**src/rtl/white_brown_pink_noise_generator_core_macros.svh**
```systemverilog
// Assertion macros for the noise generator core.
`ifndef WHITE_BROWN_PINK_NOISE_GENERATOR_CORE_MACROS_SVH
`define WHITE_BROWN_PINK_NOISE_GENERATOR_CORE_MACROS_SVH

// Same-cycle implication, checked on every rising clock edge outside reset.
`define WBPN_ASSERT_NOW(label, clk, rst, ante, cons) \
   label: assert property (@(posedge clk) disable iff (rst) (ante) |-> (cons)) \
      else $error("wbpn assertion failed");

// Next-cycle implication, checked on every rising clock edge outside reset.
`define WBPN_ASSERT_NEXT(label, clk, rst, ante, cons) \
   label: assert property (@(posedge clk) disable iff (rst) (ante) |=> (cons)) \
      else $error("wbpn assertion failed");

`endif

```
**src/rtl/wbpn_pkg.sv**
```systemverilog
// Package: constants, widths and types of the noise generator core.
package wbpn_pkg;

   localparam int OCTAVES_DEF = 16;

   localparam logic [31:0] LCG_MUL = 32'd196314165;
   localparam logic [31:0] LCG_ADD = 32'd907633515;

   localparam int DRAW_W   = 23;
   localparam int WALK_W   = 27;
   localparam int SUM_W    = 26;
   localparam int STORE_W  = 24;
   localparam int GAIN_W   = 16;
   localparam int PROD_W   = DRAW_W + GAIN_W;
   localparam int SAMPLE_W = 35;

   localparam logic signed [WALK_W:0] BROWN_LIMIT = 28'sd33554432;
   localparam logic signed [SUM_W:0]  PINK_LIMIT  = 27'sd16777216;

   typedef enum logic [1:0] {
      ACT_WHITE = 2'd0,
      ACT_BROWN = 2'd1,
      ACT_PINK  = 2'd2,
      ACT_NONE  = 2'd3
   } action_type;

   typedef enum logic [2:0] {
      S_IDLE,
      S_READ,
      S_DRAW,
      S_EVAL,
      S_SCALE,
      S_TAIL,
      S_LAST,
      S_POST
   } state_type;

endpackage

```
**src/rtl/white_brown_pink_noise_generator_core.sv**
```systemverilog
// Noise generator core: white, brown and pink samples from one shared LCG step unit.
// Steps: white DRAW, EVAL, SCALE, POST; unused action POST; brown DRAW, EVAL per draw, POST;
// pink READ, DRAW, EVAL per draw, TAIL, LAST, POST. One transaction in flight; req_tready
// only in idle. The LCG multiplier is the shared unit; band rejections re-run DRAW and EVAL.
// Reset (synchronous, active high): seed 1, generator 1, walk and sum 0, counter 1,
// octave entries read as zero until rewritten (per-entry valid bits), output empty.
`include "white_brown_pink_noise_generator_core_macros.svh"

module white_brown_pink_noise_generator_core
   import wbpn_pkg::*;
#(
   parameter int OCTAVES = OCTAVES_DEF
) (
   input  logic        clock,
   input  logic        reset,
   // request channel
   input  logic        req_tvalid,
   output logic        req_tready,
   input  logic [15:0] req_tdata,   // [15:0] white_gain (signed Q8.8)
   input  logic [1:0]  req_tuser,   // [1:0] action
   // response channel
   output logic        rsp_tvalid,
   input  logic        rsp_tready,
   output logic [39:0] rsp_tdata,   // [34:0] sample (signed), [39:35] zero
   // seed register
   input  logic        csr_we,
   input  logic [31:0] csr_wdata
);

   localparam int KW = $clog2(OCTAVES);

   // sequencer and transaction context
   state_type                  state_ff, state_in;
   action_type                 action_ff, action_in;
   logic signed [GAIN_W-1:0]   gain_ff, gain_in;

   // noise state
   logic [31:0]                gen_ff, gen_in;
   logic signed [WALK_W-1:0]   walk_ff, walk_in;
   logic signed [SUM_W-1:0]    sum_ff, sum_in;
   logic [31:0]                count_ff, count_in;

   // octave store: per-entry valid bits stand in for the zero reset
   logic signed [STORE_W-1:0]  store [OCTAVES];
   logic [OCTAVES-1:0]         valid_ff;
   logic                       store_we;
   logic [KW-1:0]              k_ff, k_in, k_calc;
   logic signed [STORE_W-1:0]  prev_ff;

   // datapath registers
   logic signed [PROD_W-1:0]   prod_ff, prod_in;
   logic signed [SAMPLE_W-1:0] res_ff, res_in;
   logic signed [SAMPLE_W-1:0] rsp_data_ff, rsp_data_in;
   logic                       rsp_valid_ff, rsp_valid_in;

   // shared step unit and derived values
   logic [31:0]                gen_next;
   logic signed [DRAW_W-1:0]   w;
   logic signed [WALK_W:0]     brown_next;
   logic signed [SUM_W:0]      pink_next;
   logic signed [SUM_W:0]      tail_sum;
   logic [31:0]                lsb;
   logic                       rsp_free;
   logic                       walk_ok;
   logic                       sum_ok;

   // one LCG step; draw is the top 23 bits minus 2^22 (top bit flipped)
   assign gen_next   = gen_ff * LCG_MUL + LCG_ADD;
   assign w          = signed'({~gen_ff[31], gen_ff[30:9]});
   assign brown_next = (WALK_W+1)'(walk_ff) + (WALK_W+1)'(w);
   assign pink_next  = (SUM_W+1)'(sum_ff) + (SUM_W+1)'(w) - (SUM_W+1)'(prev_ff);
   assign tail_sum   = (SUM_W+1)'(sum_ff) + (SUM_W+1)'(w);
   assign rsp_free   = !rsp_valid_ff || rsp_tready;

   // octave index: trailing zeros of the counter mod OCTAVES, zero counter counts 32
   always_comb begin
      lsb    = count_ff & (~count_ff + 32'd1);
      k_calc = (count_ff == 32'd0) ? KW'(32 % OCTAVES) : '0;
      for (int i = 0; i < 32; i++) begin
         if (lsb[i]) begin
            k_calc = k_calc | KW'(i % OCTAVES);
         end
      end
   end

   assign req_tready = (state_ff == S_IDLE);
   assign rsp_tvalid = rsp_valid_ff;
   assign rsp_tdata  = {5'd0, rsp_data_ff};

   // sequencer: next state and datapath enables
   always_comb begin
      state_in     = state_ff;
      action_in    = action_ff;
      gain_in      = gain_ff;
      gen_in       = gen_ff;
      walk_in      = walk_ff;
      sum_in       = sum_ff;
      count_in     = count_ff;
      k_in         = k_ff;
      prod_in      = prod_ff;
      res_in       = res_ff;
      rsp_data_in  = rsp_data_ff;
      rsp_valid_in = rsp_valid_ff && !rsp_tready;
      store_we     = 1'b0;

      case (state_ff)
         S_IDLE: begin
            if (req_tvalid) begin
               action_in = action_type'(req_tuser);
               gain_in   = signed'(req_tdata);
               case (action_type'(req_tuser))
                  ACT_NONE: begin
                     res_in   = '0;
                     state_in = S_POST;
                  end
                  ACT_PINK: begin
                     k_in     = k_calc;
                     state_in = S_READ;
                  end
                  default: state_in = S_DRAW;
               endcase
            end
         end
         S_READ: state_in = S_DRAW;
         S_DRAW: begin
            gen_in   = gen_next;
            state_in = S_EVAL;
         end
         S_EVAL: begin
            case (action_ff)
               ACT_WHITE: begin
                  prod_in  = PROD_W'(w) * PROD_W'(gain_ff);
                  state_in = S_SCALE;
               end
               ACT_BROWN: begin
                  if (brown_next >= -BROWN_LIMIT && brown_next <= BROWN_LIMIT) begin
                     walk_in  = WALK_W'(brown_next);
                     res_in   = SAMPLE_W'(brown_next);
                     state_in = S_POST;
                  end else begin
                     state_in = S_DRAW;
                  end
               end
               ACT_PINK: begin
                  // rejected draws still overwrite the entry
                  store_we = 1'b1;
                  if (pink_next >= -PINK_LIMIT && pink_next <= PINK_LIMIT) begin
                     sum_in   = SUM_W'(pink_next);
                     count_in = count_ff + 32'd1;
                     state_in = S_TAIL;
                  end else begin
                     state_in = S_DRAW;
                  end
               end
               default: state_in = S_POST;
            endcase
         end
         S_SCALE: begin
            // arithmetic shift is floor(p / 16)
            res_in   = SAMPLE_W'(prod_ff >>> 4);
            state_in = S_POST;
         end
         S_TAIL: begin
            gen_in   = gen_next;
            state_in = S_LAST;
         end
         S_LAST: begin
            res_in   = SAMPLE_W'(tail_sum) <<< 1;
            state_in = S_POST;
         end
         S_POST: begin
            if (rsp_free) begin
               rsp_data_in  = res_ff;
               rsp_valid_in = 1'b1;
               state_in     = S_IDLE;
            end
         end
         default: state_in = S_IDLE;
      endcase

      // seed write reloads the generator
      if (csr_we) begin
         gen_in = csr_wdata;
      end
   end

   always_ff @(posedge clock) begin
      if (reset) begin
         state_ff     <= S_IDLE;
         gen_ff       <= 32'd1;
         walk_ff      <= '0;
         sum_ff       <= '0;
         count_ff     <= 32'd1;
         valid_ff     <= '0;
         rsp_valid_ff <= 1'b0;
      end else begin
         state_ff     <= state_in;
         gen_ff       <= gen_in;
         walk_ff      <= walk_in;
         sum_ff       <= sum_in;
         count_ff     <= count_in;
         rsp_valid_ff <= rsp_valid_in;
         if (store_we) begin
            valid_ff[k_ff] <= 1'b1;
         end
      end
   end

   always_ff @(posedge clock) begin
      action_ff   <= action_in;
      gain_ff     <= gain_in;
      k_ff        <= k_in;
      prod_ff     <= prod_in;
      res_ff      <= res_in;
      rsp_data_ff <= rsp_data_in;
   end

   // octave store port: one write, one registered read
   always_ff @(posedge clock) begin
      if (store_we) begin
         store[k_ff] <= STORE_W'(w);
      end
      if (state_ff == S_READ) begin
         prev_ff <= valid_ff[k_ff] ? store[k_ff] : '0;
      end
   end

   // walk and sum never leave their bands
   assign walk_ok = (WALK_W+1)'(walk_ff) >= -BROWN_LIMIT
                    && (WALK_W+1)'(walk_ff) <= BROWN_LIMIT;
   assign sum_ok  = (SUM_W+1)'(sum_ff) >= -PINK_LIMIT && (SUM_W+1)'(sum_ff) <= PINK_LIMIT;
   `WBPN_ASSERT_NOW(a_walk_band, clock, reset, 1'b1, walk_ok)
   `WBPN_ASSERT_NOW(a_sum_band, clock, reset, 1'b1, sum_ok)
   // a store read is always followed by a draw
   `WBPN_ASSERT_NEXT(a_read_draw, clock, reset, state_ff == S_READ, state_ff == S_DRAW)

endmodule

```
**config.mk**
```make
export PLATFORM = sky130hd
export DESIGN_NAME = white_brown_pink_noise_generator_core
export DESIGN_NICKNAME = d
export VERILOG_FILES = /design/src/rtl/wbpn_pkg.sv /design/src/rtl/white_brown_pink_noise_generator_core.sv
export VERILOG_INCLUDE_DIRS = /design/src /design/src/rtl
export SDC_FILE = /design/constraint.sdc
export NUM_CORES = 2
export LEC_CHECK = 0
export ABC_AREA = 1
export BUFFER_PORTS_ARGS = -buffer_cell sky130_fd_sc_hd__buf_4
export CORE_MARGIN = 2
export CORE_UTILIZATION = 35
export DETAILED_ROUTE_END_ITERATION = 6
export GPL_TIMING_DRIVEN = 0
export PLACE_DENSITY = 0.54
export SYNTH_ARGS = -nofsm -noshare
export SYNTH_HDL_FRONTEND = slang
export SYNTH_SLANG_ARGS = --single-unit
```
**constraint.sdc**
```tcl
create_clock -name clock -period 9.6 [get_ports clock]
set_input_delay 1.92 -clock clock [delete_from_list [all_inputs] [get_ports clock]]
set_output_delay 1.92 -clock clock [all_outputs]
set_load 0.1 [all_outputs]
```
# After elaboration in Yosys (flattened, before gate mapping)
# Memory sizes are Yosys's and may differ from the RTL's. A register that Yosys moved wholly into a read port is not among the register bits.
# Index checks and enable logic that the tools add are counted.
[classes] n_addsub=6 multipliers=2 magnitude_cmp=6 n_eq_ne=20 mux=101 bitwise=4 reduce_logical=23
[ops] cell="two-way mux 35 bit" count=12
[ops] cell="two-way mux 32 bit" count=7
[ops] cell="one-hot mux 35 bit (4 select lines)" count=1
[ops] cell="two-way mux 27 bit" count=5
[ops] cell="two-way mux 26 bit" count=5
[ops] cell="two-way mux 4 bit" count=21
[ops] cell="two-way mux 39 bit" count=2
[ops] cell="adder 32 x 1 -> 32 bit, second input constant" count=2
[ops] cell="two-way mux 16 bit" count=4
[ops] cell="two-way mux 3 bit" count=21
[ops] cell="multiplier 23 x 16 -> 39 bit" count=1
[ops] cell="adder 32 x 30 -> 32 bit, second input constant" count=1
[ops] cell="bitwise AND 32 bit" count=1
[ops] cell="multiplier 32 x 28 -> 32 bit, second input constant" count=1
[ops] cell="NOT 32 bit" count=1
[ops] cell="adder 27 x 23 -> 28 bit" count=1
[ops] cell="greater-or-equal comparator 28 x 26 -> 1 bit, second input constant" count=1
[ops] cell="less-or-equal comparator 28 x 27 -> 1 bit, second input constant" count=1
[ops] cell="adder 26 x 23 -> 27 bit" count=1
[ops] cell="greater-or-equal comparator 27 x 25 -> 1 bit, second input constant" count=1
[ops] cell="less-or-equal comparator 27 x 26 -> 1 bit, second input constant" count=1
[ops] cell="subtractor 27 x 24 -> 27 bit" count=1
[ops] cell="one-hot mux 3 bit (7 select lines)" count=1
[ops] cell="bitwise OR 16 bit" count=1
[ops] cell="other kinds (27)" count=68
[word_totals] regBits=268 mem_bits_rw=384 in_bits=55 out_inout_bits=42 wordCells=176 memories=1
[memory_table] memory="store" words=16 word_bits=24 rd=1 rd_ports_with_merged_regs=1 write_ports=1 line="white_brown_pink_noise_generator_core.sv:44" rtl="logic signed [STORE_W-1:0] store [OCTAVES];"

# Longest topological paths before layout
[logic_depth] word_depth=38 depth_mapped=36 depth_no_buf=36

# Worst setup path after synthesis
# No wires, ideal clock.
[synth_timing] path_kind="flip-flop to flip-flop" start="register gen_ff[21]" end="register prod_ff[35], data pin" setup_ns=0.259 arrival_time_ns=6.530 required_ns=9.341 path_slack_ns=2.811 stages_incl_launch_ff=29 n_path_buf=2 period_less_slack_ns=6.789 cell_sequence="dfxtp_1 -> clkbuf_1 -> clkbuf_1 -> nand2_1 -> fa_1 -> inv_1 -> fa_1 -> inv_1 -> fa_1 -> inv_1 -> fa_1 -> inv_1 -> fa_1 -> inv_1 -> fa_1 -> ha_1 -> a21oi_1 -> o21ai_0 -> a21oi_1 -> o21ai_0 -> a21oi_1 -> o21ai_0 -> a21oi_1 -> inv_1 -> a21oi_1 -> o21ai_0 -> nand2_1 -> nand2_1 -> xor2_1"
[synth_between] elab_chain_cells=3
[synth_rtl] element="start, declared" line="white_brown_pink_noise_generator_core.sv:38" rtl="logic [31:0] gen_ff, gen_in;"
[synth_rtl] element="start signal, assigned" line="white_brown_pink_noise_generator_core.sv:198" rtl="gen_ff <= gen_in;"
[synth_rtl] element="multiplier 23 x 16 -> 39 bit" line="white_brown_pink_noise_generator_core.sv:132" rtl="prod_in = PROD_W'(w) * PROD_W'(gain_ff);"
[synth_rtl] element="two-way mux 39 bit" line="white_brown_pink_noise_generator_core.sv:130" rtl="case (action_ff)"
[synth_rtl] element="two-way mux 39 bit" line="white_brown_pink_noise_generator_core.sv:106" rtl="case (state_ff)"
[synth_rtl] element="end signal, assigned" line="white_brown_pink_noise_generator_core.sv:213" rtl="prod_ff <= prod_in;"
[synth_rtl] element="end, declared" line="white_brown_pink_noise_generator_core.sv:51" rtl="logic signed [PROD_W-1:0] prod_ff, prod_in;"
# Every way passes these cells. The select of a mux whose other input is x is not followed.
# A chain may end at the register's enable or synchronous reset.

# Final worst setup path
[layout_timing] start="register gen_ff[27]" end="register prod_ff[35], data pin"
# Same word-level chain as after synthesis.

==> run metrics <==
die height=392 µm; Initial Utilization=35.2%; ANT nets after route=0; worst min path class=register to register; Max Slew Vio Count=0; synthesized area per cell=9.28 µm²; CP dominant cell by count=fa_1; Post-synth EDFFs=518; fmax=0.115 GHz; initial antenna violation count=9; Seq/Total Area, Yosys=34.8%; cts bufs inserted=77; met1 wire length=72000 µm; synthesized area=52600 µm²; first-pass GRT wire length=257000 µm; CP required=10020 ps; leading area contributor after synthesis=edfxtp_1; WL met3=9940 µm; Critical path origin=gen_ff[27]$_SDFFE_PP0P_; Critical Path AT=9100 ps; post_cts resized=0; Worst path slowest cell=dfxtp_1; crit start category=register; clk sinks=655; detailed-router iteration count before antenna repair=6; Reg2Reg Depth=26; Hold Crit Start=res_ff[4]$_DFFE_PP_; worst clock skew=53.4 ps; gr usage total=22.5%; GPL Wtd Cong=0.940; Finish-stage setup viols=0; metal2 WL=82000 µm; ys flop type=edfxtp_1; RSZ-0062 raised after global routing=false; Total Routed Length=170000 µm; critical path type=register to register; final setup TNS=0 ps; Yosys reg bits=655; vias in the first global route=40.8k; CP Depth=26; worst path bufs/invs=6; Final nets=6825; Hold Path Sink=rsp_data_ff[4]$_DFFE_PP_; fraction of registers with async set/reset=0%; DPL Wire Length=133000 µm; worst-path fanout max=21; status=finished with violations; library cells used by synthesis=58; worst r2r dst=prod_ff[35]$_DFFE_PP_; top cells by area, synth=edfxtp_1, fa_1, ha_1; hold_buf cts=0; CTS tree=done; Via density=5.01; Top Metal Used=met5; Reg clk slew, reported paths=60 ps; Iter 0 DRT Violations=3254; Worst path top cell family by delay=adder cells; Tightest Pin Transition=1500 ps; Yosys top cell area share=29.6%; largest net degree at the start of global routing=33; CP Capture Type=register; MaxCap Viol Count=1; Max-slew headroom=0.164%; Area growth syn-to-layout=11.9%; total core area=149000 µm²; Congestion Overflow GR=0; Clk Latency, worst-skew pair=690 ps; Ports=97; port buffer count=89; layout cells sized above 1=6.54%; Fin. Hold Viols=0; min cycle time layout=8680 ps; Die ar.=153000 µm²; vias=39.8k; num rows=142; Mapped Cells=5665; CTS max path bufs=3; setup repair bufs after CTS=0; failing checks=max-capacitance violations; Yosys warnings=0; Max stage delay on crit path=1310 ps; Die X-Extent=392 µm; DRC violations left=0; fin crit share=90.4%; register-to-register setup slack=920 ps; drt wl/cell=21.4 µm; RR Startpoint=gen_ff[27]$_SDFFE_PP0P_; Root Buffer=clkbuf_16; CTS HTree Levels=3; hold path depth=0
flip-flops by register name (all words and copies together) (netlist names):
signal	cells
res_ff	35
prod_ff	35
action_ff	2
gen_ff	32
gain_ff	16
walk_ff	27
rsp_data_ff	35
state_ff	3
store	368
valid_ff	16
rsp_tvalid	1
prev_ff	23
k_ff	4
sum_ff	26
count_ff	32
layout make-up:
type	instances	area, µm²
antenna	2	5.00
buffer	215	886
clock buffer	95	2040
clock inverter	46	536
fill	14900	90600
inverter	1068	4010
multi-input combinational	3731	29500
sequential	655	18300
tap	2016	2520
timing repair buffer	110	970
worst reg2reg max path: cells and delay by family, from the launching register on:
family	cells	cell delay [ps]
and+or+nand+nor	3	310
adders and majority gates	7	3460
AOI/OAI and AO/OA	9	1650
DFF	1	1310
buffers and inverters	6	1540
xor gates and xnor gates	1	140
per-layer routing:
| layer | vias to the layer above | track usage, % |
|---|---|---|
| li1 | 18800 | - |
| met1 | 19700 | 29.4 |
| met2 | 1117 | 38.1 |
| met3 | 211 | 3.23 |
| met4 | 4 | 7.40 |
| met5 | - | 0 |
logic make-up after synthesis:
family / count (synthesis) / share of synthesized area (%)
xor gates and xnor gates: 165 / 2.78
AOI/OAI and AO/OA: 711 / 8.12
DFF: 655 / 34.8
other: 1 / 0.00713
and+or+nand+nor: 1938 / 15.9
adders and majority gates: 912 / 29.1
buffers and inverters: 1283 / 9.32
per-stage QoR:
stage | cell area [µm²] | utilization, % | hold slack [ps] | worst slack (ps) | cells
floorplan | 52600 | - | 400 | 2810 | 5669
global placement | 55800 | 37.3 | 405 | -1410 | 7774
detailed placement | 56200 | 37.6 | 405 | 954 | 7795
CTS | 58800 | 39.4 | 415 | 940 | 7936
global route | 58800 | 39.4 | 420 | 484 | 7937
finish | 58800 | 39.4 | 411 | 923 | 7938
Yosys cell counts (93+ instances only):
library cell and number:
o21ai_0 141, xor2_1 99, edfxtp_1 518, nand3_1 398
nand2_1 1048, a22oi_1 93, nor2_1 271, inv_1 1052
fa_1 519, ha_1 393, a21oi_1 281, dfxtp_1 137
clkbuf_1 185
cells in the final DEF, fill, tap and decap left out, types with 26 or more instances in the layout:
master     synthesis  routed
a21oi_1          281     281
a22oi_1           93      93
a31oi_1           26      26
buf_4              6     100
clkbuf_1         185     200
clkbuf_16          0      78
dfxtp_1          137     124
edfxtp_1         518     518
fa_1             519     519
ha_1             393     393
inv_1           1052    1052
nand2_1         1048    1048
nand2_2           33      33
nand3_1          398     398
nand4_1           53      53
nor2_1           271     253
nor3_1            54      51
o21ai_0          141     141
o21bai_1          36      36
xnor2_1           64      64
xor2_1            99      99
how the worst max path moves through the flow:
stage	endpoint	slack [ps]
3_5_place_dp	prod_ff[35]$_DFFE_PP_	950
3_3_place_gp	res_ff[15]$_DFFE_PP_	-1410
5_1_grt	prod_ff[35]$_DFFE_PP_	480
4_1_cts	prod_ff[35]$_DFFE_PP_	940
2_1_floorplan	prod_ff[35]$_DFFE_PP_	2810
6_report	prod_ff[35]$_DFFE_PP_	920
Power is left out: the tool's default activity adds up to more than one toggle a clock period on the data nets, which glitch-free logic cannot reach.
